File: config.mk
export PLATFORM = sky130hd
export DESIGN_NAME = mf3_fifo
export DESIGN_NICKNAME = d
export VERILOG_FILES = /design/src/hdl/mf3_pkg.sv /design/src/hdl/mf3_fifo.sv
export SDC_FILE = /design/constraint.sdc
export NUM_CORES = 1
export LEC_CHECK = 0
export BUFFER_PORTS_ARGS = -buffer_cell sky130_fd_sc_hd__buf_2
export CAP_MARGIN = 15
export CORE_UTILIZATION = 58
export DETAILED_ROUTE_END_ITERATION = 8
export PLACE_DENSITY_LB_ADDON = 0.12
export SETUP_SLACK_MARGIN = 0.05
export SKIP_LAST_GASP = 1
export SLEW_MARGIN = 15
export SYNTH_ARGS = -nofsm -noshare
export SYNTH_HDL_FRONTEND = slang
export SYNTH_SLANG_ARGS = --single-unit
File: constraint.sdc
create_clock -name aclk -period 7.2 [get_ports aclk]
set_input_delay 2.16 -clock aclk [delete_from_list [all_inputs] [get_ports aclk]]
set_output_delay 2.16 -clock aclk [all_outputs]
set_load 0.02 [all_outputs]
File: src/hdl/mf3_pkg.sv
// Shared constants and types for the 3x3 median filter.
`timescale 1ns / 1ps

package mf3_pkg;

    // Default parameter values
    localparam int MAX_COLS_DEF   = 1024;
    localparam int PIXEL_BITS_DEF = 8;

    // Fixed widths of the configuration registers and counters
    localparam int ROW_BITS       = 12;
    localparam int COL_BITS       = 11;
    localparam int CFG_INDEX_BITS = 2;
    localparam int CFG_DATA_BITS  = 12;

    // Result queue depth (power of two)
    localparam int FIFO_DEPTH     = 8;

    // Configuration register indexes
    typedef enum logic [CFG_INDEX_BITS-1:0] {
        CFG_ROW_COUNT = 2'd0,
        CFG_COL_COUNT = 2'd1
    } mf3_cfg_index_t;

    // Per-item control that travels down the pipeline
    typedef struct packed {
        logic valid;       // item does work
        logic drain;       // last-row drain item
        logic load;        // window reload (first column)
        logic upper_sel;   // top row comes from the upper line
        logic emit_main;   // emits the median of the window
        logic emit_edge;   // emits the right edge column
        logic last_frame;  // main result closes the frame
    } mf3_ctrl_t;

endpackage

File: src/hdl/mf3_fifo.sv
// Result queue: up to two pushes and one pop per cycle.
`timescale 1ns / 1ps

module mf3_fifo #(
    parameter int WIDTH = 26,
    parameter int DEPTH = mf3_pkg::FIFO_DEPTH,
    parameter int PW    = $clog2(DEPTH),
    parameter int CW    = $clog2(DEPTH) + 1
) (
    input  logic             aclk,
    input  logic             aresetn,
    input  logic             push0,
    input  logic             push1,
    input  logic [WIDTH-1:0] data0,
    input  logic [WIDTH-1:0] data1,
    input  logic             pop,
    output logic             out_valid,
    output logic [WIDTH-1:0] out_data,
    output logic [CW-1:0]    count
);

    logic [WIDTH-1:0] mem_reg [DEPTH];
    logic [PW-1:0]    wptr_reg, wptr_next, rptr_reg, rptr_next;
    logic [CW-1:0]    count_reg, count_next;
    logic [CW-1:0]    n_push;

    assign n_push = CW'(push0) + CW'(push1);

    always_comb begin
        wptr_next  = wptr_reg + PW'(n_push);
        rptr_next  = rptr_reg + PW'(pop);
        count_next = count_reg + n_push - CW'(pop);
    end

    // Storage; a lone edge result takes the first free slot
    always_ff @(posedge aclk) begin
        if (push0 || push1) begin
            mem_reg[wptr_reg] <= push0 ? data0 : data1;
        end
        if (push0 && push1) begin
            mem_reg[wptr_reg + PW'(1)] <= data1;
        end
    end

    always_ff @(posedge aclk) begin
        if (!aresetn) begin
            wptr_reg  <= '0;
            rptr_reg  <= '0;
            count_reg <= '0;
        end else begin
            wptr_reg  <= wptr_next;
            rptr_reg  <= rptr_next;
            count_reg <= count_next;
        end
    end

    assign out_valid = (count_reg != '0);
    assign out_data  = mem_reg[rptr_reg];
    assign count     = count_reg;

`ifndef SYNTHESIS
    // Pushes always find room
    a_no_overflow: assert property (@(posedge aclk) disable iff (!aresetn)
        (push0 || push1) |-> ((count_reg + n_push) <= CW'(DEPTH)))
        else $error("result queue overflow");
`endif

endmodule

# Word level (Yosys, flattened, before mapping)
# Memories as Yosys holds them, arrays and structs flattened. A register that Yosys moved wholly into a read port is not among the register bits.
# Cells that the tools add are included.
# Widths: inputs -> output; s select.
word_totals:
  ff_bits: 10
  ramBits: 208
  input_bits: 57
  out_inout_bits: 31
  elab_cells: 19
  memories: 1
mem_list:
  columns: ["name", "depth", "word_bits", "read_ports", "rd_ports_with_merged_regs", "wr", "line", "source"]
  rows:
  - ["mem_reg", 8, 26, 1, 1, 2, "mf3_fifo.sv:22", "logic [WIDTH-1:0] mem_reg [DEPTH];"]
classes:
  addsub: 6
  mux: 6
  reduce_logical: 3
ops:
  columns: ["op", "count"]
  rows:
  - ["$mux 26", 1]
  - ["$add 4x2->4", 1]
  - ["$mux 1", 4]
  - ["$reduce_bool 4->1", 1]
  - ["$sub 4x1->4", 1]
  - ["$add 3x1->3", 1]
  - ["$add 3x1->3 const B", 1]
  - ["$add 3x2->3", 1]
  - ["$mux 3", 1]
  - ["$add 1x1->2", 1]
  - ["$logic_and 1x1->1", 1]
  - ["$logic_or 1x1->1", 1]

# Longest topological paths before layout
logic_depth:
  word_depth: 3
  depth_mapped: 12
  ltp_nobuf: 10

# Worst setup path after synthesis
# No wires, ideal clock.
synth_timing:
  kind: "input to register"
  start: "input push0"
  end: "memory mem_reg[2][0], enable pin"
  setup_ps: 451
  arrival_ps: 5185
  required_time_ps: 6749
  setup_slack_ps: 1564
  cell_stages: 6
  n_path_buf: 2
  cell_sequence: "buf_2 buf_1 inv_1 ha_1 nand2b_1 o32ai_1"
synth_rtl:
  columns: ["element", "line", "source"]
  rows:
  - ["from (decl)", "mf3_fifo.sv:12", "input logic push0,"]
  - ["to (decl)", "mf3_fifo.sv:22", null]

==> reports/metrics.cfg <==
[status]
status = finished clean

[cts]
cts_tree = yes
clock-root-buffer = clkbuf_16
ctsHoldBuffers = 0
numClockSinks = 218
post_cts_buffers = 0
cts_max_level = 1
clk_pin_slew_worst_paths_ns = 0.06
clockBufferDepth = 3
insertion_delay_ns = 0.51
post_cts_resized = 0
numCtsBuffers = 25

[global_routing]
grt_pass1_wl_um = 39320
grt_max_degree = 54
gr-total-overflow = 0
grt_usage = 0.2630
grt_antenna_before_repair = 0
grt_pass1_vias = 6784

[power]
internal_power_mw = 2.609
pwr_density_cell_mw_per_mm2 = 273.3
pwr-share-comb = 0.195
p_sw_frac = 0.2577
peakVddDrop_mv = 0.1745
seqPwrFrac = 0.458
p_leak_nw = 4.343
p_clk_frac = 0.347
total_power_mw = 3.515
netSwitchingPower_mw = 0.9059

[logic_synthesis]
synth_warnings = 0
mappedNetlistNets = 713
synth_area_mm2 = 0.01134
synth.distinct_cells = 36
netlist.top_cell.by_area = edfxtp_1
synth-edff-count = 208
ys_top_cells_by_area = edfxtp_1 (55%), mux2_2 (26%), mux4_2 (10%), dfxtp_1 (1.8%), ha_1 (1.3%)
ys_ff_latch = 218
ys.flop_type = edfxtp_1
synth.top_cell.area_share = 0.5509
syn_inst = 642
syn-mean-instance-area_um2 = 17.66
async_flop_share = 0
ys_seq_area_frac = 0.5685

[detailed_routing]
vias_per_cell = 6.212
drt_iter0_drc = 448
postRouteAntennaNets = 0
first_pass_iters = 4
drc = 0
vias = 6280
wl_um = 25020
wl_per_cell_um = 24.75

[place]
portBuffers = 87
gp_congestion = 0.7938
placed_cells = 968
dpl_worst_slack_ns = 2.039
place_area_mm2 = 0.01208
hpwlAfterDp_um = 14550

[final_layout]
area_growth_pct = 13.43
fin_util = 0.6785
largest_reg_flops = 208
n_antenna_cell = 0
layout-drive-gt1-share = 0.6205
final_common_cell = mux2_2
final_cell_mix = mux2_2 (258), edfxtp_1 (208), buf_2 (87)
nNetsFinal = 806
final_area_mm2 = 0.01286
stdcell_count = 1011

[timing]
setup_tns_ns = 0
rsz0062_at_grt = no
post-route-period-util = 0.7003
setup_viol = 0
fmax_mhz = 198.3
finalWorstSetupSlack_ns = 2.158
finClkSkew_ns = 0.005430
finalHoldViolations = 0
fin_crit_ns = 5.042
worst_slew_pin_slew_ns = 0.9443
relSlewSlack = 0.3705
hold_ws_ns = 0.6159
slew_violations = 0

[floorplan]
fp.dieW_um = 141.8
row_count = 50
start_util = 0.5982
coreArea_mm2 = 0.01896
ios = 88
dieArea_mm2 = 0.02011
fp.dieH_um = 141.8

[worst_setup_path]
cp.required_ns = 5.04
startpoint = rptr_reg[1]$_SDFF_PN0_
critical_path_class = reg2out
cp-start-kind = flop
crit_path_max_fanout = 35
crit_path_end_kind = output port
timing.rr.start = wptr_reg[0]$_SDFF_PN0_
worstRegToRegCells = 5
arrival_ns = 2.88

[min_path]
hold-path-cell-count = 2
hold_path_class = reg2reg
hp-start = count[0]$_SDFF_PN0_

[flow_run]
maxCapViolCount = 0

==> cells by family (layout without fill, tap and decap cells) <==
group                    count (synthesis)  in the layout  share of synthesized area
AO/OA/AOI/OAI                            9              9                   0.005077
XOR/XNOR                                 5              5                   0.007174
flip-flops                             218            218                     0.5685
AND/OR/NAND/NOR                         31             31                    0.01788
buffers and inverters                   52            161                    0.02218
multiplexers                           313            313                     0.3624
adder cells (fa/ha/maj)                 14             14                    0.01677
==> layer usage <==
layer | part of all wire | wire length (um) | vias up | track usage
li1 | - | - | 2771 | -
met1 | 0.44 | 11010 | 3248 | 0.3687
met2 | 0.48 | 12130 | 203 | 0.4291
met3 | 0.048 | 1211 | 58 | 0.04084
met4 | 0.027 | 674 | 0 | 0.07583
met5 | 0 | 0 | - | 0
==> synthesized netlist by cell type (3+ instances only) <==
| cell type | number |
|---|---|
| nor2_2 | 4 |
| clkbuf_1 | 12 |
| o22ai_1 | 3 |
| mux4_2 | 52 |
| ha_1 | 12 |
| nand2_1 | 4 |
| nand2b_1 | 4 |
| buf_4 | 6 |
| and2_1 | 7 |
| mux2_2 | 258 |
| buf_2 | 15 |
| inv_1 | 15 |
| edfxtp_1 | 208 |
| dfxtp_1 | 10 |
==> layout make-up <==
cell class,count,area (um^2)
well taps,260,325.3
inverters,15,56.30
fillers,1305,6095
clock buffers,28,636.9
repair buffers,103,555.5
clock inverters,15,143.9
flip-flops and latches,218,6454
multi-input cells,372,4690
==> path summary, 6_finish.rpt <==
path | end | slack, ns
worst max-delay path | out_data[9] | 2.16
worst min-delay path | count[0]$_SDFF_PN0_ | 0.62
worst min register to register | count[0]$_SDFF_PN0_ | 0.62
worst max register to register | mem_reg[6][21]$_DFFE_PP_ | 4.24
==> worst max-delay path, cell delays in order, from the launching register on <==
cell and delay [ns]:
dfxtp_4 0.83, buf_4 0.50, mux4_2 0.57, mux2_2 0.28, buf_2 0.16
==> power by group through the flow <==
stage,combinational [mW],clock [mW],sequential (mW)
after floorplan,0.491,0,1.61
after global routing,0.737,1.29,1.62
after global placement,0.665,0,1.63
final,0.686,1.22,1.61
after detailed placement,0.686,0,1.63
after CTS,0.691,1.24,1.61
Power figures use the tool's default switching activity.
