===== src/hdl/mf3_pkg.sv =====
// Shared constants and types for the 3x3 median filter.
`timescale 1ns / 1ps

package mf3_pkg;

    // Default parameter values
    localparam int MAX_COLS_DEF   = 1024;
    localparam int PIXEL_BITS_DEF = 8;

    // Fixed widths of the configuration registers and counters
    localparam int ROW_BITS       = 12;
    localparam int COL_BITS       = 11;
    localparam int CFG_INDEX_BITS = 2;
    localparam int CFG_DATA_BITS  = 12;

    // Result queue depth (power of two)
    localparam int FIFO_DEPTH     = 8;

    // Configuration register indexes
    typedef enum logic [CFG_INDEX_BITS-1:0] {
        CFG_ROW_COUNT = 2'd0,
        CFG_COL_COUNT = 2'd1
    } mf3_cfg_index_t;

    // Per-item control that travels down the pipeline
    typedef struct packed {
        logic valid;       // item does work
        logic drain;       // last-row drain item
        logic load;        // window reload (first column)
        logic upper_sel;   // top row comes from the upper line
        logic emit_main;   // emits the median of the window
        logic emit_edge;   // emits the right edge column
        logic last_frame;  // main result closes the frame
    } mf3_ctrl_t;

endpackage


===== src/hdl/mf3_ctrl.sv =====
// Frame position counters, configuration registers and line buffer addressing.
`timescale 1ns / 1ps

module mf3_ctrl #(
    parameter int MAX_COLS   = mf3_pkg::MAX_COLS_DEF,
    parameter int PIXEL_BITS = mf3_pkg::PIXEL_BITS_DEF,
    parameter int AW         = (MAX_COLS > 1) ? $clog2(MAX_COLS) : 1
) (
    input  logic                                aclk,
    input  logic                                aresetn,
    input  logic                                cfg_fire,
    input  logic [mf3_pkg::CFG_INDEX_BITS-1:0]  cfg_index,
    input  logic [mf3_pkg::CFG_DATA_BITS-1:0]   cfg_data,
    input  logic                                s_accept,
    input  logic                                s_req_type,
    input  logic [PIXEL_BITS-1:0]               s_pixel_value,
    output mf3_pkg::mf3_ctrl_t                  ctrl_a,
    output logic [AW-1:0]                       raddr_a,
    output logic [AW-1:0]                       raddr_b,
    output logic [PIXEL_BITS-1:0]               pixel_a,
    output logic                                cfg_restart
);

    localparam int RB = mf3_pkg::ROW_BITS;
    localparam int CB = mf3_pkg::COL_BITS;

    logic [RB-1:0] row_count_reg, row_count_next;
    logic [CB-1:0] col_count_reg, col_count_next;
    logic [RB-1:0] in_row_reg, in_row_next;
    logic [CB-1:0] in_col_reg, in_col_next;
    logic [CB-1:0] drain_col_reg, drain_col_next;

    logic [RB-1:0] rows_eff;
    logic [CB-1:0] cols_eff;
    logic [CB-1:0] col_d, col_r, col_rd_a;
    logic          pix_ok, drain_ok, last_col, d_last, has_row;
    logic          cfg_row_wr, cfg_col_wr;

    // Effective frame size
    always_comb begin
        rows_eff = (row_count_reg == '0) ? RB'(1) : row_count_reg;
        priority if (col_count_reg == '0) begin
            cols_eff = CB'(1);
        end else if (int'(col_count_reg) > MAX_COLS) begin
            cols_eff = CB'(MAX_COLS);
        end else begin
            cols_eff = col_count_reg;
        end
    end

    // Position decode for pixel and drain items
    always_comb begin
        pix_ok   = (in_row_reg < rows_eff) && (in_col_reg < cols_eff);
        drain_ok = (in_row_reg >= rows_eff);
        last_col = (in_col_reg == cols_eff - CB'(1));
        has_row  = (in_row_reg != '0);
        col_d    = (drain_col_reg >= cols_eff) ? cols_eff - CB'(1) : drain_col_reg;
        d_last   = (col_d == cols_eff - CB'(1));
        col_r    = d_last ? col_d : col_d + CB'(1);
        col_rd_a = !s_req_type ? in_col_reg : ((col_d == '0) ? '0 : col_r);
    end

    // Line buffer read addresses; port B serves the second column of a drain reload
    assign raddr_a = AW'(col_rd_a);
    assign raddr_b = (cols_eff >= CB'(2)) ? AW'(1) : '0;
    assign pixel_a = s_pixel_value;

    // Control for the item entering the pipeline
    always_comb begin
        ctrl_a            = '0;
        ctrl_a.valid      = s_accept && (s_req_type ? drain_ok : pix_ok);
        ctrl_a.drain      = s_req_type;
        ctrl_a.load       = s_req_type ? (col_d == '0) : (in_col_reg == '0);
        ctrl_a.upper_sel  = s_req_type ? (rows_eff >= RB'(2)) : (in_row_reg >= RB'(2));
        ctrl_a.emit_main  = ctrl_a.valid && (s_req_type || (has_row && in_col_reg != '0));
        ctrl_a.emit_edge  = ctrl_a.valid && !s_req_type && has_row && last_col;
        ctrl_a.last_frame = ctrl_a.valid && s_req_type && d_last;
    end

    assign cfg_row_wr  = cfg_fire && (cfg_index == mf3_pkg::CFG_ROW_COUNT);
    assign cfg_col_wr  = cfg_fire && (cfg_index == mf3_pkg::CFG_COL_COUNT);
    assign cfg_restart = cfg_row_wr || cfg_col_wr;

    // Counter and register update
    always_comb begin
        row_count_next = row_count_reg;
        col_count_next = col_count_reg;
        in_row_next    = in_row_reg;
        in_col_next    = in_col_reg;
        drain_col_next = drain_col_reg;
        priority if (cfg_restart) begin
            if (cfg_row_wr) begin
                row_count_next = cfg_data[RB-1:0];
            end else begin
                col_count_next = cfg_data[CB-1:0];
            end
            in_row_next    = '0;
            in_col_next    = '0;
            drain_col_next = '0;
        end else if (ctrl_a.valid && !s_req_type) begin
            if (last_col) begin
                in_col_next = '0;
                in_row_next = in_row_reg + RB'(1);
            end else begin
                in_col_next = in_col_reg + CB'(1);
            end
        end else if (ctrl_a.valid) begin
            if (d_last) begin
                in_row_next    = '0;
                in_col_next    = '0;
                drain_col_next = '0;
            end else begin
                drain_col_next = col_d + CB'(1);
            end
        end else begin
            drain_col_next = drain_col_reg;
        end
    end

    always_ff @(posedge aclk) begin
        if (!aresetn) begin
            row_count_reg <= RB'(1);
            col_count_reg <= CB'(1);
            in_row_reg    <= '0;
            in_col_reg    <= '0;
            drain_col_reg <= '0;
        end else begin
            row_count_reg <= row_count_next;
            col_count_reg <= col_count_next;
            in_row_reg    <= in_row_next;
            in_col_reg    <= in_col_next;
            drain_col_reg <= drain_col_next;
        end
    end

endmodule


===== config.mk =====
export PLATFORM = sky130hd
export DESIGN_NAME = mf3_ctrl
export DESIGN_NICKNAME = d
export VERILOG_FILES = /design/src/hdl/mf3_pkg.sv /design/src/hdl/mf3_ctrl.sv
export SDC_FILE = /design/constraint.sdc
export NUM_CORES = 1
export LEC_CHECK = 0
export CORE_MARGIN = 2
export CORE_UTILIZATION = 59
export CTS_CLUSTER_SIZE = 16
export DETAILED_ROUTE_END_ITERATION = 6
export DONT_BUFFER_PORTS = 1
export PLACE_DENSITY = 0.74
export SLEW_MARGIN = 20
export SYNTH_ARGS = -nofsm -noshare
export SYNTH_HDL_FRONTEND = slang
export SYNTH_SLANG_ARGS = --single-unit

===== constraint.sdc =====
create_clock -name aclk -period 5 [get_ports aclk]
set_input_delay 0.5 -clock aclk [delete_from_list [all_inputs] [get_ports aclk]]
set_output_delay 0.5 -clock aclk [all_outputs]
set_load 0.1 [all_outputs]

**Word level (Yosys, flattened, before mapping)**

Cells that the tools add are included.

- Register bits: 57
- Input port bits: 27
- Output and inout port bits: 36
- Word-level logic and storage cells: 73

- $add $sub $neg: 4
- Order comparisons: 8
- Eq/ne operators: 4
- Mux-type cells: 20
- Bitwise operators: 3
- Reductions and logical operators: 29

Operator list:

| cell | number |
|---|---|
| 11-bit 2-to-1 mux | 8 |
| 12-bit 2-to-1 mux | 5 |
| 11-bit zero test | 3 |
| 10-bit 2-to-1 mux | 3 |
| 12-bit by 2-bit greater-or-equal comparator with 1-bit output (second input constant) | 2 |
| 11-bit by 1-bit adder with 11-bit output (second input constant) | 2 |
| 11-bit == test | 2 |
| 12-bit by 1-bit adder with 12-bit output (second input constant) | 1 |
| 12-bit greater-or-equal comparator | 1 |
| 12-bit zero test | 1 |
| 12-bit < comparator | 1 |
| 12-bit nonzero test | 1 |
| 11-bit greater-or-equal comparator | 1 |
| 11-bit by 2-bit greater-or-equal comparator with 1-bit output (second input constant) | 1 |
| 11-bit > comparator (second input constant) | 1 |
| 1-bit logical AND | 11 |
| 11-bit < comparator | 1 |
| 11-bit nonzero test | 1 |
| 11-bit by 1-bit subtractor with 11-bit output (second input constant) | 1 |
| 2-bit AND reduction | 4 |
| 1-bit 2-to-1 mux | 4 |
| 2-bit nonzero test | 2 |
| 1-bit NOT | 3 |
| 3-bit AND reduction | 1 |
| other kinds (6) | 7 |

**Longest topological paths before layout**

- Depth in word-level cells: 10
- Gate-level depth with buffers: 23
- Depth with buffers taken out: 19

**Least setup slack after synthesis**

OpenSTA, ideal clock, no wires.

- Kind: reg2out
- Start: register col_count_reg[3]
- End: output port raddr_a[2]
- Data arrival time: 6.332 ns
- Required time: 4.500 ns
- Slack: -1.832 ns
- Cell stages (with the launch flop): 19
- Path buffers: 4
- Cell sequence: dfxtp_1 -> clkbuf_1 -> or4_1 -> nor3_1 -> nor2_1 -> nor2_1 -> ha_1 -> nand2b_1 -> a211oi_1 -> o211ai_1 -> a221o_1 -> clkbuf_1 -> clkbuf_1 -> clkbuf_1 -> a21oi_1 -> ha_1 -> nor3b_1 -> xor2_1 -> o31ai_1

- Cells in the longest elaborated chain, start to end: 9
- Elaborated cells on any way between the ends: 13

Ends and longest elaborated chain:

| element | RTL line | source |
|---|---|---|
| start, declared | mf3_ctrl.sv:28 | `logic [CB-1:0] col_count_reg, col_count_next;` |
| start signal, assigned | mf3_ctrl.sv:129 | `col_count_reg <= col_count_next;` |
| 11-bit > comparator | mf3_ctrl.sv:44 | `end else if (int'(col_count_reg) > MAX_COLS) begin` |
| 11-bit 2-to-1 mux | mf3_ctrl.sv:44 |  |
| 11-bit 2-to-1 mux * | mf3_ctrl.sv:42 | `priority if (col_count_reg == '0) begin` |
| 11-bit by 1-bit subtractor with 11-bit output or 11-bit greater-or-equal comparator (tied branches) | mf3_ctrl.sv:57, mf3_ctrl.sv:58 |  |
| 11-bit 2-to-1 mux | mf3_ctrl.sv:57 | `col_d = (drain_col_reg >= cols_eff) ? cols_eff - CB'(1) : drain_col_reg;` |
| 11-bit by 1-bit adder with 11-bit output or 11-bit == test (tied branches) | - |  |
| 10-bit 2-to-1 mux | mf3_ctrl.sv:59 | `col_r = d_last ? col_d : col_d + CB'(1);` |
| 10-bit 2-to-1 mux * (2 in a row) | mf3_ctrl.sv:60 | `col_rd_a = !s_req_type ? in_col_reg : ((col_d == '0) ? '0 : col_r);` |
| end, declared | mf3_ctrl.sv:18 | `output logic [AW-1:0] raddr_a,` |

Every way passes the cells marked *; elsewhere a longest branch is shown, timed or not.

**Final worst setup path**

- Start: register col_count_reg[7]
- End: output port raddr_a[2]

Same word-level chain as after synthesis.

==> metrics.txt <==
Site Rows=34; HP Class=input pin to flip-flop; grt total ovfl=0; via-per-instance ratio=6.542; CTS clk-pin slew, worst paths=0.08 ns; Mapped Area=5381 um^2; drt pass-1 iters=5; drt wl/cell=20.12 um; DP Wirelength=12.43 mm; largest area contributor in the netlist=dfxtp_1; Syn Area/Cell=7.433 um^2; initial drt markers=406; post-route cell area=6347 um^2; failing checks=setup timing; Setup WS pre-CTS=0.09332 ns; power per cell area=234.6 nW/um^2; H-tree levels=3; most frequent cell after synthesis=nand2_1; io pins=63; final setup fails=5; hold buffers post-CTS=0; Ys Warns=0; clk buf depth=2; drt drc=0; Synth Flop Type=dfxtp_1; clk sink count=57; DIE HEIGHT=99.51 um; Clock Latency Late Sink=0.36 ns; maxcap violations=0; multi-input logic area=4101 um^2; crit-path max cell delay=0.55 ns; #FFs+latches synth=57; Root Buffer=clkbuf_8; critical path class=flip-flop to output pin; DRT antenna net count=0; vias in the first global route=5234; share of cells above drive strength 1=0.1817; register area=1145 um^2; Netlist cell types=71; placed cell areas=5882 um^2; Final GP Congestion=1.052; ys async rst share=0; final worst slack=-0.1340 ns; Slew HR=0.2703; Max Freq=194.8 MHz; WL final=16.90 mm; Nets=798; Worst setup EP type=output pin; Layout area overhead=17.95%; P_leak=2.461 nW; Worst Max-Slew Pin Slew=1.088 ns; CP Data Required Time=4.50 ns; Post-synth top cells=nand2_1, dfxtp_1, ha_1, inv_1, nand3_1; crit path DAT=4.63 ns; Seq/Total Area, Yosys=0.2120; Min Clock Period, post-route=5.134 ns; Max IR drop VDD=168.6 uV; ranking of synthesized cells by area=dfxtp_1, ha_1, nand2_1; initial antenna violation count=0; routed vias=5495; Fill cells=712; Core Footprint=8763 um^2; All-Layer GR Usage=0.3448; Mapped Cells=724; outcome=finished, violations left; RSZ-0062 raised after global routing=true; crit path cell chain=or4_4 > nor3_4 > nor2_1 > nor2_2 > ha_1 > nand2b_4 > a211oi_2 > o211ai_1 > a221o_2 > buf_6 > nor2_4 > a21oi_4 > inv_1 > ha_1 > or4b_4 > o31ai_4 > buf_6 > buf_4 > o31ai_4 > buf_12; global-route wire length before repair=26.92 mm; Slowest-stage cell, CP=or4_4; Starting Density=0.6141; largest net degree at the start of global routing=29; fin. max-slew vios=0; Antenna Cells=0; Critical Path Fanout Max=6; period utilisation layout=1.027; CTS tree=yes; Post-synth EDFFs=0; DIE AREA=9901 um^2; TritonCTS Buffers=9; startpoint class of the critical path=flip-flop; Fin. Hold Viols=0; die width=99.51 um; skew final=0.01425 ns; top-area cell type share of the netlist area=0.2120; Port Buffers=0
path summary, 6_finish.rpt:
check / from / slack (ns) / end / cells past startpoint
min: aresetn / 0.22 / col_count_reg[0] / 1
max: col_count_reg[7] / -0.13 / raddr_a[2] / 20
min reg2reg: row_count_reg[9] / 0.48 / row_count_reg[9] / 2
max reg2reg: col_count_reg[7] / 0.47 / in_row_reg[10] / 17
logic make-up after synthesis:
| family | count (synthesis) | share of synthesized area |
|---|---|---|
| compound gates | 171 | 0.2158 |
| xor+xnor | 26 | 0.04232 |
| fa+ha+maj | 44 | 0.1023 |
| buf+inv | 113 | 0.09440 |
| flops | 57 | 0.2120 |
| mux | 17 | 0.03278 |
| other cells | 1 | 0.0006968 |
| simple gates | 295 | 0.2997 |
timing repair:
item / in CTS / in global routing
buffers inserted: 7 / 5
endpoints found under the setup margin: 6 / 12
pin swaps: 6 / 15
gates resized for setup: 13 / 25
where the power goes:
group	total (mW)	switching, mW	internal [mW]
Combinational	0.556	0.350	0.206
Clock	0.465	0.221	0.244
Sequential	0.468	0.00697	0.461
cell type report:
class / count / area share
clock buffers: 10 / 0.02168
clock inverters: 6 / 0.01045
inverters: 44 / 0.02602
multi-input cells: 562 / 0.6462
flip-flops and latches: 57 / 0.1804
well taps: 108 / 0.02129
repair buffers: 53 / 0.09403
stage by stage:
step                      utilization  TNS [ns]  cells  hold slack, ns  total power, mW
final                          0.7243   -0.5008    840          0.2223            1.489
after global routing           0.7243    -1.493    840          0.2152            1.544
after CTS                      0.7057  -0.03106    836          0.2194            1.444
after detailed placement       0.6712         0    813          0.4706           0.9665
after global placement         0.6699         0    813          0.4586           0.9600
after floorplan                     -    -2.205    732          0.4318           0.8837
worst max-delay path, delay by kind of cell (launching register included):
kind | cells | cell delay, ns
AO/OA/AOI/OAI | 6 | 1.17
adder cells (fa/ha/maj) | 2 | 0.41
buffers and inverters | 5 | 0.68
flip-flops | 1 | 0.32
AND/OR/NAND/NOR | 7 | 1.70
per-layer routing:
| metal | wire [um] | share of wire | global-route usage | up-vias |
|---|---|---|---|---|
| met5 | 0 | 0 | 0 | - |
| met4 | 721 | 0.043 | 0.1570 | 0 |
| met3 | 1288 | 0.076 | 0.06465 | 65 |
| met2 | 8027 | 0.47 | 0.5733 | 274 |
| met1 | 6865 | 0.41 | 0.4334 | 2558 |
| li1 | - | - | - | 2598 |
cells in the final DEF (no fill, tap or decap), drive strengths merged, types with 4 or more instances in the layout:
master / synthesis / layout
nand2: 80 / 80
dfxtp: 57 / 57
buf: 29 / 52
inv: 44 / 44
ha: 44 / 44
nand3: 43 / 43
a21oi: 40 / 40
nor2: 36 / 36
o21ai: 34 / 34
a21boi: 23 / 23
nor3: 20 / 20
nand4: 16 / 16
xor2: 14 / 14
nand2b: 14 / 14
nor4: 14 / 14
xnor2: 12 / 12
and3: 12 / 12
mux2i: 12 / 12
clkbuf: 40 / 11
or3: 11 / 11
o211ai: 10 / 10
conb: 1 / 9
or4: 9 / 9
a211oi: 8 / 8
o31ai: 8 / 8
nand3b: 7 / 7
nor2b: 6 / 6
a21o: 6 / 6
and4: 5 / 5
a211o: 5 / 5
nor3b: 5 / 5
a31oi: 5 / 5
mux2: 5 / 5
a22o: 4 / 4
and2: 4 / 4
a221o: 4 / 4
No activity file was read; power rests on OpenSTA's default activity.
