[config.mk]
export PLATFORM = sky130hd
export DESIGN_NAME = mf3_median
export DESIGN_NICKNAME = d
export VERILOG_FILES = /design/src/hdl/mf3_pkg.sv /design/src/hdl/mf3_median.sv
export SDC_FILE = /design/constraint.sdc
export NUM_CORES = 1
export LEC_CHECK = 0
export ABC_AREA = 1
export BUFFER_PORTS_ARGS = -buffer_cell sky130_fd_sc_hd__buf_2
export CORE_ASPECT_RATIO = 0.75
export CORE_MARGIN = 2
export CORE_UTILIZATION = 50
export CTS_CLUSTER_SIZE = 8
export DETAILED_ROUTE_END_ITERATION = 16
export PLACE_DENSITY_LB_ADDON = 0.3
export SKIP_CTS_REPAIR_TIMING = 1
export SYNTH_ARGS = -nofsm -noshare
export SYNTH_HDL_FRONTEND = slang
export SYNTH_SLANG_ARGS = --single-unit
[constraint.sdc]
create_clock -name aclk -period 16.75 [get_ports aclk]
set_input_delay 0 -clock aclk [delete_from_list [all_inputs] [get_ports aclk]]
set_output_delay 0 -clock aclk [all_outputs]
set_load 0.1 [all_outputs]
[src/hdl/mf3_pkg.sv]
// Shared constants and types for the 3x3 median filter.
`timescale 1ns / 1ps

package mf3_pkg;

    // Default parameter values
    localparam int MAX_COLS_DEF   = 1024;
    localparam int PIXEL_BITS_DEF = 8;

    // Fixed widths of the configuration registers and counters
    localparam int ROW_BITS       = 12;
    localparam int COL_BITS       = 11;
    localparam int CFG_INDEX_BITS = 2;
    localparam int CFG_DATA_BITS  = 12;

    // Result queue depth (power of two)
    localparam int FIFO_DEPTH     = 8;

    // Configuration register indexes
    typedef enum logic [CFG_INDEX_BITS-1:0] {
        CFG_ROW_COUNT = 2'd0,
        CFG_COL_COUNT = 2'd1
    } mf3_cfg_index_t;

    // Per-item control that travels down the pipeline
    typedef struct packed {
        logic valid;       // item does work
        logic drain;       // last-row drain item
        logic load;        // window reload (first column)
        logic upper_sel;   // top row comes from the upper line
        logic emit_main;   // emits the median of the window
        logic emit_edge;   // emits the right edge column
        logic last_frame;  // main result closes the frame
    } mf3_ctrl_t;

endpackage

[src/hdl/mf3_median.sv]
// Median selection over sorted columns and running min/max of the results.
`timescale 1ns / 1ps

module mf3_median #(
    parameter int PIXEL_BITS = mf3_pkg::PIXEL_BITS_DEF
) (
    input  logic                      aclk,
    input  logic                      aresetn,
    input  mf3_pkg::mf3_ctrl_t        ctrl_c,
    input  logic [3*PIXEL_BITS-1:0]   win0,
    input  logic [3*PIXEL_BITS-1:0]   win1,
    input  logic [3*PIXEL_BITS-1:0]   win2,
    input  logic                      cfg_restart,
    output logic                      push0,
    output logic                      push1,
    output logic [3*PIXEL_BITS+1:0]   res0,
    output logic [3*PIXEL_BITS+1:0]   res1,
    output logic [1:0]                pend
);

    localparam int P = PIXEL_BITS;

    function automatic logic [P-1:0] min2(input logic [P-1:0] a, input logic [P-1:0] b);
        return (a < b) ? a : b;
    endfunction

    function automatic logic [P-1:0] max2(input logic [P-1:0] a, input logic [P-1:0] b);
        return (a < b) ? b : a;
    endfunction

    function automatic logic [P-1:0] med3(input logic [P-1:0] a,
                                          input logic [P-1:0] b,
                                          input logic [P-1:0] c);
        return max2(min2(a, b), min2(max2(a, b), c));
    endfunction

    mf3_pkg::mf3_ctrl_t ctrl_d_reg;
    logic [P-1:0] lo0_reg, md0_reg, hi0_reg, lo1_reg, md1_reg, hi1_reg;
    logic [P-1:0] min_reg, min_next, max_reg, max_next;
    logic [P-1:0] v0, v1, mn0, mx0, mn1, mx1;

    // Stage C: max of lows, median of middles, min of highs
    always_ff @(posedge aclk) begin
        lo0_reg <= max2(max2(win0[P-1:0], win1[P-1:0]), win2[P-1:0]);
        md0_reg <= med3(win0[2*P-1:P], win1[2*P-1:P], win2[2*P-1:P]);
        hi0_reg <= min2(min2(win0[3*P-1:2*P], win1[3*P-1:2*P]), win2[3*P-1:2*P]);
        // right edge: last column replicated
        lo1_reg <= max2(win1[P-1:0], win2[P-1:0]);
        md1_reg <= med3(win1[2*P-1:P], win2[2*P-1:P], win2[2*P-1:P]);
        hi1_reg <= min2(win1[3*P-1:2*P], win2[3*P-1:2*P]);
    end

    // Stage D: final median and running extremes, in result order
    always_comb begin
        v0  = med3(lo0_reg, md0_reg, hi0_reg);
        v1  = med3(lo1_reg, md1_reg, hi1_reg);
        mn0 = ctrl_d_reg.emit_main ? min2(min_reg, v0) : min_reg;
        mx0 = ctrl_d_reg.emit_main ? max2(max_reg, v0) : max_reg;
        mn1 = min2(mn0, v1);
        mx1 = max2(mx0, v1);
    end

    // Frame restart on a config write or after the bottom-right result
    always_comb begin
        priority if (cfg_restart || (ctrl_d_reg.emit_main && ctrl_d_reg.last_frame)) begin
            min_next = '1;
            max_next = '0;
        end else if (ctrl_d_reg.emit_edge) begin
            min_next = mn1;
            max_next = mx1;
        end else begin
            min_next = mn0;
            max_next = mx0;
        end
    end

    always_ff @(posedge aclk) begin
        if (!aresetn) begin
            ctrl_d_reg <= '0;
            min_reg    <= '1;
            max_reg    <= '0;
        end else begin
            ctrl_d_reg <= ctrl_c;
            min_reg    <= min_next;
            max_reg    <= max_next;
        end
    end

    // Result entries: {value, min, max, last_of_item, last_of_frame}
    assign push0 = ctrl_d_reg.emit_main;
    assign push1 = ctrl_d_reg.emit_edge;
    assign res0  = {v0, mn0, mx0, !ctrl_d_reg.emit_edge, ctrl_d_reg.last_frame};
    assign res1  = {v1, mn1, mx1, 1'b1, 1'b0};
    assign pend  = 2'(ctrl_d_reg.emit_main) + 2'(ctrl_d_reg.emit_edge);

endmodule

# Word-level counts from Yosys, hierarchy flattened
# Cells that the tools add are included.
dict set report classes {
  addsub 1
  magnitude_cmp 22
  n_mux 30
  bitwise 1
  n_reduce_logical 4
}
# cell count
set ops {}
lappend ops {{$mux W8} 30}
lappend ops {{$lt A8 B8 Y1} 22}
lappend ops {{$add A1 B1 Y2} 1}
lappend ops {{$reduce_or A2 Y1} 1}
lappend ops {{$logic_and A1 B1 Y1} 1}
lappend ops {{$logic_not A1 Y1} 1}
lappend ops {{$logic_or A1 B1 Y1} 1}
lappend ops {{$not A1 Y1} 1}
dict set report totals {
  regBits 67
  input_bits 82
  output_inout_bits 56
  wordCells 69
}

# Longest topological paths before layout
# Gate-level depths: netlist of run 1.
dict set report logic_depth {
  word_depth 12
  ltp_mapped 55
  mapped_depth_nobuf 50
}

# Worst setup path before layout of run 1
# No wires, ideal clock.
dict set report synth_timing {
  kind {reg2out}
  start {register md0_reg[7]}
  end {output res1[4]}
  arrival_ps 12482
  required_ps 16750
  slack_ps 4268
  path_stages_with_launch 38
  n_path_buf 4
  cell_sequence {dfxtp_1 inv_1 ha_1 nand2_1 inv_1 nor2_1 o21a_1 nand2_2 buf_4 clkbuf_1 o21ai_0 ha_1 a21oi_1 nor2_1 a211oi_1 nand2_4 clkbuf_1 o21ai_0 (+2 left out) nor2_1 a211oi_1 nand2_4 buf_6 o21ai_0 inv_1 ha_1 a21oi_1 nor2_1 a2111oi_0 nand2_2 o21ai_0 ha_1 nand2_1 nor2_1 a211oi_1 nand3_1 nand2_1}
}
dict set report synth_via {
  elab_chain_cells 11
  word_cells_on_any_way 12
}
# item line_no
set synth_lines {}
lappend synth_lines {{from (decl)} mf3_median.sv:38} ;# logic [P-1:0] lo0_reg, md0_reg, hi0_reg, lo1_reg, md1_reg, hi1_reg;
lappend synth_lines {{from (signal assigned)} mf3_median.sv:45} ;# md0_reg <= med3(win0[2*P-1:P], win1[2*P-1:P], win2[2*P-1:P]);
lappend synth_lines {{$lt A8 B8 Y1} {mf3_median.sv:24, mf3_median.sv:28}}
lappend synth_lines {{$mux W8} mf3_median.sv:28} ;# return (a < b) ? b : a;
lappend synth_lines {{$lt A8 B8 Y1} mf3_median.sv:24} ;# return (a < b) ? a : b;
lappend synth_lines {{$mux W8} mf3_median.sv:24}
lappend synth_lines {{$lt A8 B8 Y1} mf3_median.sv:28}
lappend synth_lines {{$mux W8 *} mf3_median.sv:28}
lappend synth_lines {{via res0[23]} mf3_median.sv:16} ;# output logic [3*PIXEL_BITS+1:0] res0,
lappend synth_lines {{$lt A8 B8 Y1 *} mf3_median.sv:28}
lappend synth_lines {{$mux W8 *} mf3_median.sv:28}
lappend synth_lines {{$mux W8 *} mf3_median.sv:58} ;# mx0 = ctrl_d_reg.emit_main ? max2(max_reg, v0) : max_reg;
lappend synth_lines {{via res0[9]} mf3_median.sv:16}
lappend synth_lines {{$lt A8 B8 Y1 *} mf3_median.sv:28}
lappend synth_lines {{$mux W8 *} mf3_median.sv:28}
lappend synth_lines {{to (decl)} mf3_median.sv:17} ;# output logic [3*PIXEL_BITS+1:0] res1,
# Mark *: on every way through the listed nets, which the timed path passes. The rest lies on a longest branch.

# Worst setup path in the final report of run 1
dict set report layout_timing {
  start {register md0_reg[7]}
  end {output res1[4]}
}
dict set report layout_via {
  elab_chain_cells 11
  word_cells_on_any_way 12
}
# item line_no
set layout_lines {}
lappend layout_lines {{$lt A8 B8 Y1} {mf3_median.sv:24, mf3_median.sv:28}}
lappend layout_lines {{$mux W8} mf3_median.sv:28}
lappend layout_lines {{$lt A8 B8 Y1} mf3_median.sv:24}
lappend layout_lines {{$mux W8} mf3_median.sv:24}
lappend layout_lines {{$lt A8 B8 Y1} mf3_median.sv:28}
lappend layout_lines {{$mux W8 *} mf3_median.sv:28}
lappend layout_lines {{$lt A8 B8 Y1} mf3_median.sv:28}
lappend layout_lines {{$mux W8 *} mf3_median.sv:28}
lappend layout_lines {{$mux W8 *} mf3_median.sv:58}
lappend layout_lines {{$lt A8 B8 Y1} mf3_median.sv:28}
lappend layout_lines {{$mux W8 *} mf3_median.sv:28}
# Mark *: on every way between the ends. The rest lies on a longest branch, timed or not.

==> results of run 1 <==
[routing by layer]
layer	GRT usage, %	vias to the layer above	share of wire (%)
met5	0	-	0
met4	5.321	0	1.3
met3	4.016	18	4.6
met2	38.38	175	42
met1	35.21	3503	53
li1	-	4280	-
[cell families (layout without fill, tap and decap cells)]
family | after synthesis | count (layout) | share of synthesized area (%)
buf+inv | 224 | 365 | 11.20
flops | 67 | 67 | 17.40
compound gates | 302 | 302 | 21.14
simple gates | 472 | 472 | 26.14
other cells | 2 | 2 | 0.09744
fa+ha+maj | 148 | 148 | 24.03
[worst min-delay path, cell delays in order]
cell and delay, ps:
buf_2 100, inv_1 70, o21ai_0 80
[per-stage QoR]
step | std cells | setup WS, ps | area [sq um] | hold WS, ps
after floorplan | 1215 | 4268 | 7707 | 93.45
after global placement | 1521 | 8250 | 8496 | 181.8
after detailed placement | 1521 | 8144 | 8496 | 191.6
after CTS | 1537 | 7745 | 8783 | -154.6
after global routing | 1561 | 6891 | 9024 | 5.671
final | 1561 | 7657 | 9024 | -26.14
[area by class of cell]
| type | count | area [sq um] |
|---|---|---|
| Fill cell | 1504 | 6152 |
| Multi-Input combinational cell | 924 | 5503 |
| Sequential cell | 67 | 1341 |
| Timing Repair Buffer | 158 | 918.4 |
| Inverter | 191 | 716.9 |
| Tap cell | 205 | 256.5 |
| Clock buffer | 10 | 239.0 |
| Clock inverter | 6 | 48.80 |
[how the worst min path moves through the flow]
stage	to	slack [ps]	cells past startpoint
floorplan	push0	90	2
global placement	push0	180	3
global route	hi1_reg[0]	6	3
finish	lo0_reg[0]	-30	3
detailed placement	res0[0]	190	3
CTS	res0[0]	-150	3
[placed cells by master (no fill, tap or decap), drive strengths merged]
cell         count
a2111oi          1
a211oi           9
a21boi           5
a21o             2
a21oi           82
a22oi            1
and2             8
buf            134
clkbuf          10
clkinv           1
clkinvlp         3
conb             2
dfxtp           67
dlygate4sd3     24
ha             148
inv            193
nand2          336
nand3           58
nand3b           2
nand4           10
nor2            58
o211ai          17
o21a             4
o21ai          175
o21bai           5
o22ai            1
==> flow_summary.yaml, run 1 <==
grt:
  grt_overflow_total: 0
  grt_pass1_vias: 7147
  antenna_found_initial: 0
  grt_max_degree: 36
  grt_pass1_wl_um: 33150
  grt_usage_pct: 24.42
yosys:
  netlist_area_sq_um: 7707
  ys_seq_elements: 67
  synthTopCellsByArea: "ha_1, dfxtp_1, nand2_1, o21ai_0, inv_1"
  synthTopCellsByCount: "nand2_1, inv_1, o21ai_0"
  synth_area_leader_cell: "ha_1"
  postSynthAreaPerCell_sq_um: 6.344
  async_reset_ff_share_pct: 0
  yosysMostFrequentCell: "nand2_1"
  synth-seq-area-share_pct: 17.40
  synth_top_area_share_pct: 24.03
  syn_inst: 1215
  synth_ff_type: "dfxtp_1"
  synth-edff-count: 0
  synthesis.nets: 1445
  yosys_warnings: 0
  ys_types: 32
sta:
  final-hold-violation-count: 13
  rsz0062_at_grt: "false"
  skew_ps: 5.224
  tns_ps: 0
  maxClockFrequency_ghz: 0.1100
  period_needed_ps: 9093
  setup_viol: 0
  holdWs_ps: -26.14
  relSlewSlack_pct: 26.01
  drv_slew: 0
  worst_pin_slew_ps: 1105
  post-route-period-util_pct: 54.29
critical_path:
  crit_type: "flop to output pin"
  slowest_delay_ps: 640
  critPathMaxFanout: 31
  crit_end: "res1[4]"
  critPathArrivalTime_ps: 9090
  crit_cells: 35
  cp_top_family: "compound AO/OA/AOI/OAI gates"
  cp_slowest_cell: "o21ai_0"
  r2r-end: "max_reg[1]"
  r2r_cells: 37
  crit_buf_inv: 5
  cp-end-kind: "output pin"
  reg2reg_from: "md0_reg[7]"
  cp.required_ps: 16750
  cp-start-kind: "flop"
  ff2ff_setup_slack_ps: 8090
  startpoint: "md0_reg[7]"
cells_and_area:
  area_growth_pct: 17.08
  diodes: 0
  finalNetCount: 1581
  final_util_pct: 59.46
  drive_above_1_share_pct: 13.42
drt:
  wl_um: 19790
  first_pass_iters: 5
  ant_nets: 0
  wire_per_inst_um: 12.68
  via_per_inst: 5.110
  drt_iter0_markers: 397
  drcViolationCount: 0
  vias: 7976
placed_design:
  portBuffers: 131
  gp_congestion: 0.8919
  hpwl_um: 16480
outcome:
  status: "finished, violations left"
  violations: "negative hold slack"
clock_network:
  root_buffer: "clkbuf_16"
  cts.htree.levels: 3
  cts_tree: "yes"
  clock_latency_ps: 340
  clock_sinks: 67
  cts_buffers: 9
  clock_path_buffers: 2
  path_clk_slew_ps: 60
floorplanning:
  io_pins: 138
  dieArea_sq_um: 16430
  die_w_um: 147.4
  start_util_pct: 50.79
  dieHeight_um: 111.5
  core_area_sq_um: 15180
  rows: 39
flow_run:
  max-cap-violations: 0
min_path:
  hold_class: "input pin to flop"
  hold_path.startpoint: "win2[0]"
Power of run 1 is not shown: default switching activity piles up to over one toggle a cycle in this logic, so the estimate is an artifact.
==> inputs of run 2 (changes only) <==
clock period = 7.5 ns   (was 16.75 ns; I/O delays follow)
==> run 2 against run 1 <==
  * Highest routed layer unchanged
  * The flow still finishes with violations (negative hold slack)
  * First-iteration DRC count grew 42%
  * Utilization grew 5.1 points
  * Critical endpoint is now res1[17]
  * Worst hold slack lost 9.9 ps
  * Wire length grew 6.1%
  * Die area is the same
==> flow_summary.yaml, run 2 (same netlist as run 1, synthesis figures left out) <==
cells_and_area:
  layout_common_cells: "nand2_1, inv_1, ha_1"
  seqCellArea_sq_um: 1343
  num-fill-cells: 1348
  diodes: 0
  layout_commonest_cell: "nand2_1"
  area_growth_pct: 27.19
  fin_area_sq_um: 9803
  multi_input_area_sq_um: 5966
  drive_above_1_share_pct: 19.55
  finalNetCount: 1591
critical_path:
  cp_top_family: "simple AND/OR/NAND/NOR gates"
  crit_type: "flop to output pin"
  cp.required_ps: 7500
  r2r-end: "max_reg[3]"
  crit_top_cell: "nand2_1"
  cp-start-kind: "flop"
  slowest_delay_ps: 420
  critPathMaxFanout: 21
  reg2reg_from: "lo0_reg[1]"
  critPathArrivalTime_ps: 7050
  cp_slowest_cell: "dfxtp_1"
  r2r_cells: 39
  cp-end-kind: "output pin"
  crit_buf_inv: 5
  ff2ff_setup_slack_ps: 840
floorplanning:
  dieHeight_um: 111.5
  core_area_sq_um: 15180
  die_w_um: 147.4
  dieArea_sq_um: 16430
  start_util_pct: 50.79
  io_pins: 138
  rows: 39
sta:
  rsz0062_at_grt: "false"
  post-route-period-util_pct: 93.96
  holdWs_ps: -36.07
  final-hold-violation-count: 7
  setup_viol: 0
  worst_pin_slew_ps: 1058
  skew_ps: 6.589
  period_needed_ps: 7047
  drv_slew: 0
  maxClockFrequency_ghz: 0.1419
  relSlewSlack_pct: 29.13
  fin_ws_ps: 453.3
clock_network:
  cts_buffers: 9
  path_clk_slew_ps: 60
  clock_sinks: 67
  cts.htree.levels: 3
  clock_path_buffers: 2
  cts_tree: "yes"
  root_buffer: "clkbuf_16"
  clock_latency_ps: 340
placed_design:
  hpwl_um: 17290
  pre_cts_slack_ps: 307.1
  portBuffers: 131
  gp_congestion: 0.9185
  placed_area_sq_um: 9214
grt:
  grt_overflow_total: 0
  antenna_found_initial: 0
  grt_usage_pct: 25.11
  grt_pass1_vias: 7253
  grt_pass1_wl_um: 34090
  grt_max_degree: 36
drt:
  wl_um: 21000
  first_pass_iters: 5
  wire_per_inst_um: 13.36
  drt_iter0_markers: 562
  via_per_inst: 5.213
  drcViolationCount: 0
  vias: 8189
  ant_nets: 0
min_path:
  hold_class: "input pin to flop"
  holdPathEnd: "hi1_reg[0]"
  hold_path.startpoint: "win2[16]"
  min_path_cells: 3
outcome:
  status: "finished, violations left"
  violations: "negative hold slack"
flow_run:
  max-cap-violations: 0
[run 2: cell types whose count changed in the layout (fill, tap and decap cells not counted), moves of 12 or more]
cell	before	now
o21ai_0	165	137
buf_12	0	16
buf_2	131	115
nand2_1	307	291
buf_4	3	16
nand2_4	8	20
[run 2: cell type report]
cell class              count  area share [%]
well taps                 205           2.616
repair buffers            168           12.51
flip-flops and latches     67           13.69
multi-input cells         924           60.86
clock inverters             6          0.6765
clock buffers              10           2.336
inverters                 191           7.313
[run 2: worst max-delay path by stage]
| stage | cells past startpoint | to | from |
|---|---|---|---|
| floorplan | 41 | max_reg[2] | md0_reg[7] |
| global placement | 39 | res1[15] | md0_reg[7] |
| detailed placement | 39 | res1[16] | md0_reg[7] |
| CTS | 39 | res1[16] | md0_reg[7] |
| global route | 45 | res1[17] | md0_reg[3] |
| finish | 41 | res1[17] | lo0_reg[1] |
[run 2: worst register-to-register path: cells and delay by family, from the launching register on]
family,cells,cell delay (ps)
adders and majority gates,5,1420
DFF,1,420
buffers and inverters,5,730
and+or+nand+nor,20,1910
AOI/OAI and AO/OA,9,2130
[run 2: metal layers]
metal	share of wire, %	global-route usage, %
met4	0.95	5.000
met5	0	0
met1	50	37.19
met2	43	38.94
met3	5.9	3.525
[run 2: stage by stage]
step / cells / utilization (%) / TNS, ps / hold WS [ps]
3_3_place_gp: 1530 / 60.71 / 0 / 180.3
5_1_grt: 1571 / 64.60 / 0 / 0.2082
6_report: 1571 / 64.60 / 0 / -36.07
2_1_floorplan: 1215 / - / -2564 / 93.45
4_1_cts: 1546 / 62.66 / -464.1 / -161.0
3_5_place_dp: 1530 / 60.71 / 0 / 191.1
Power of run 2 is left out for the same reason.
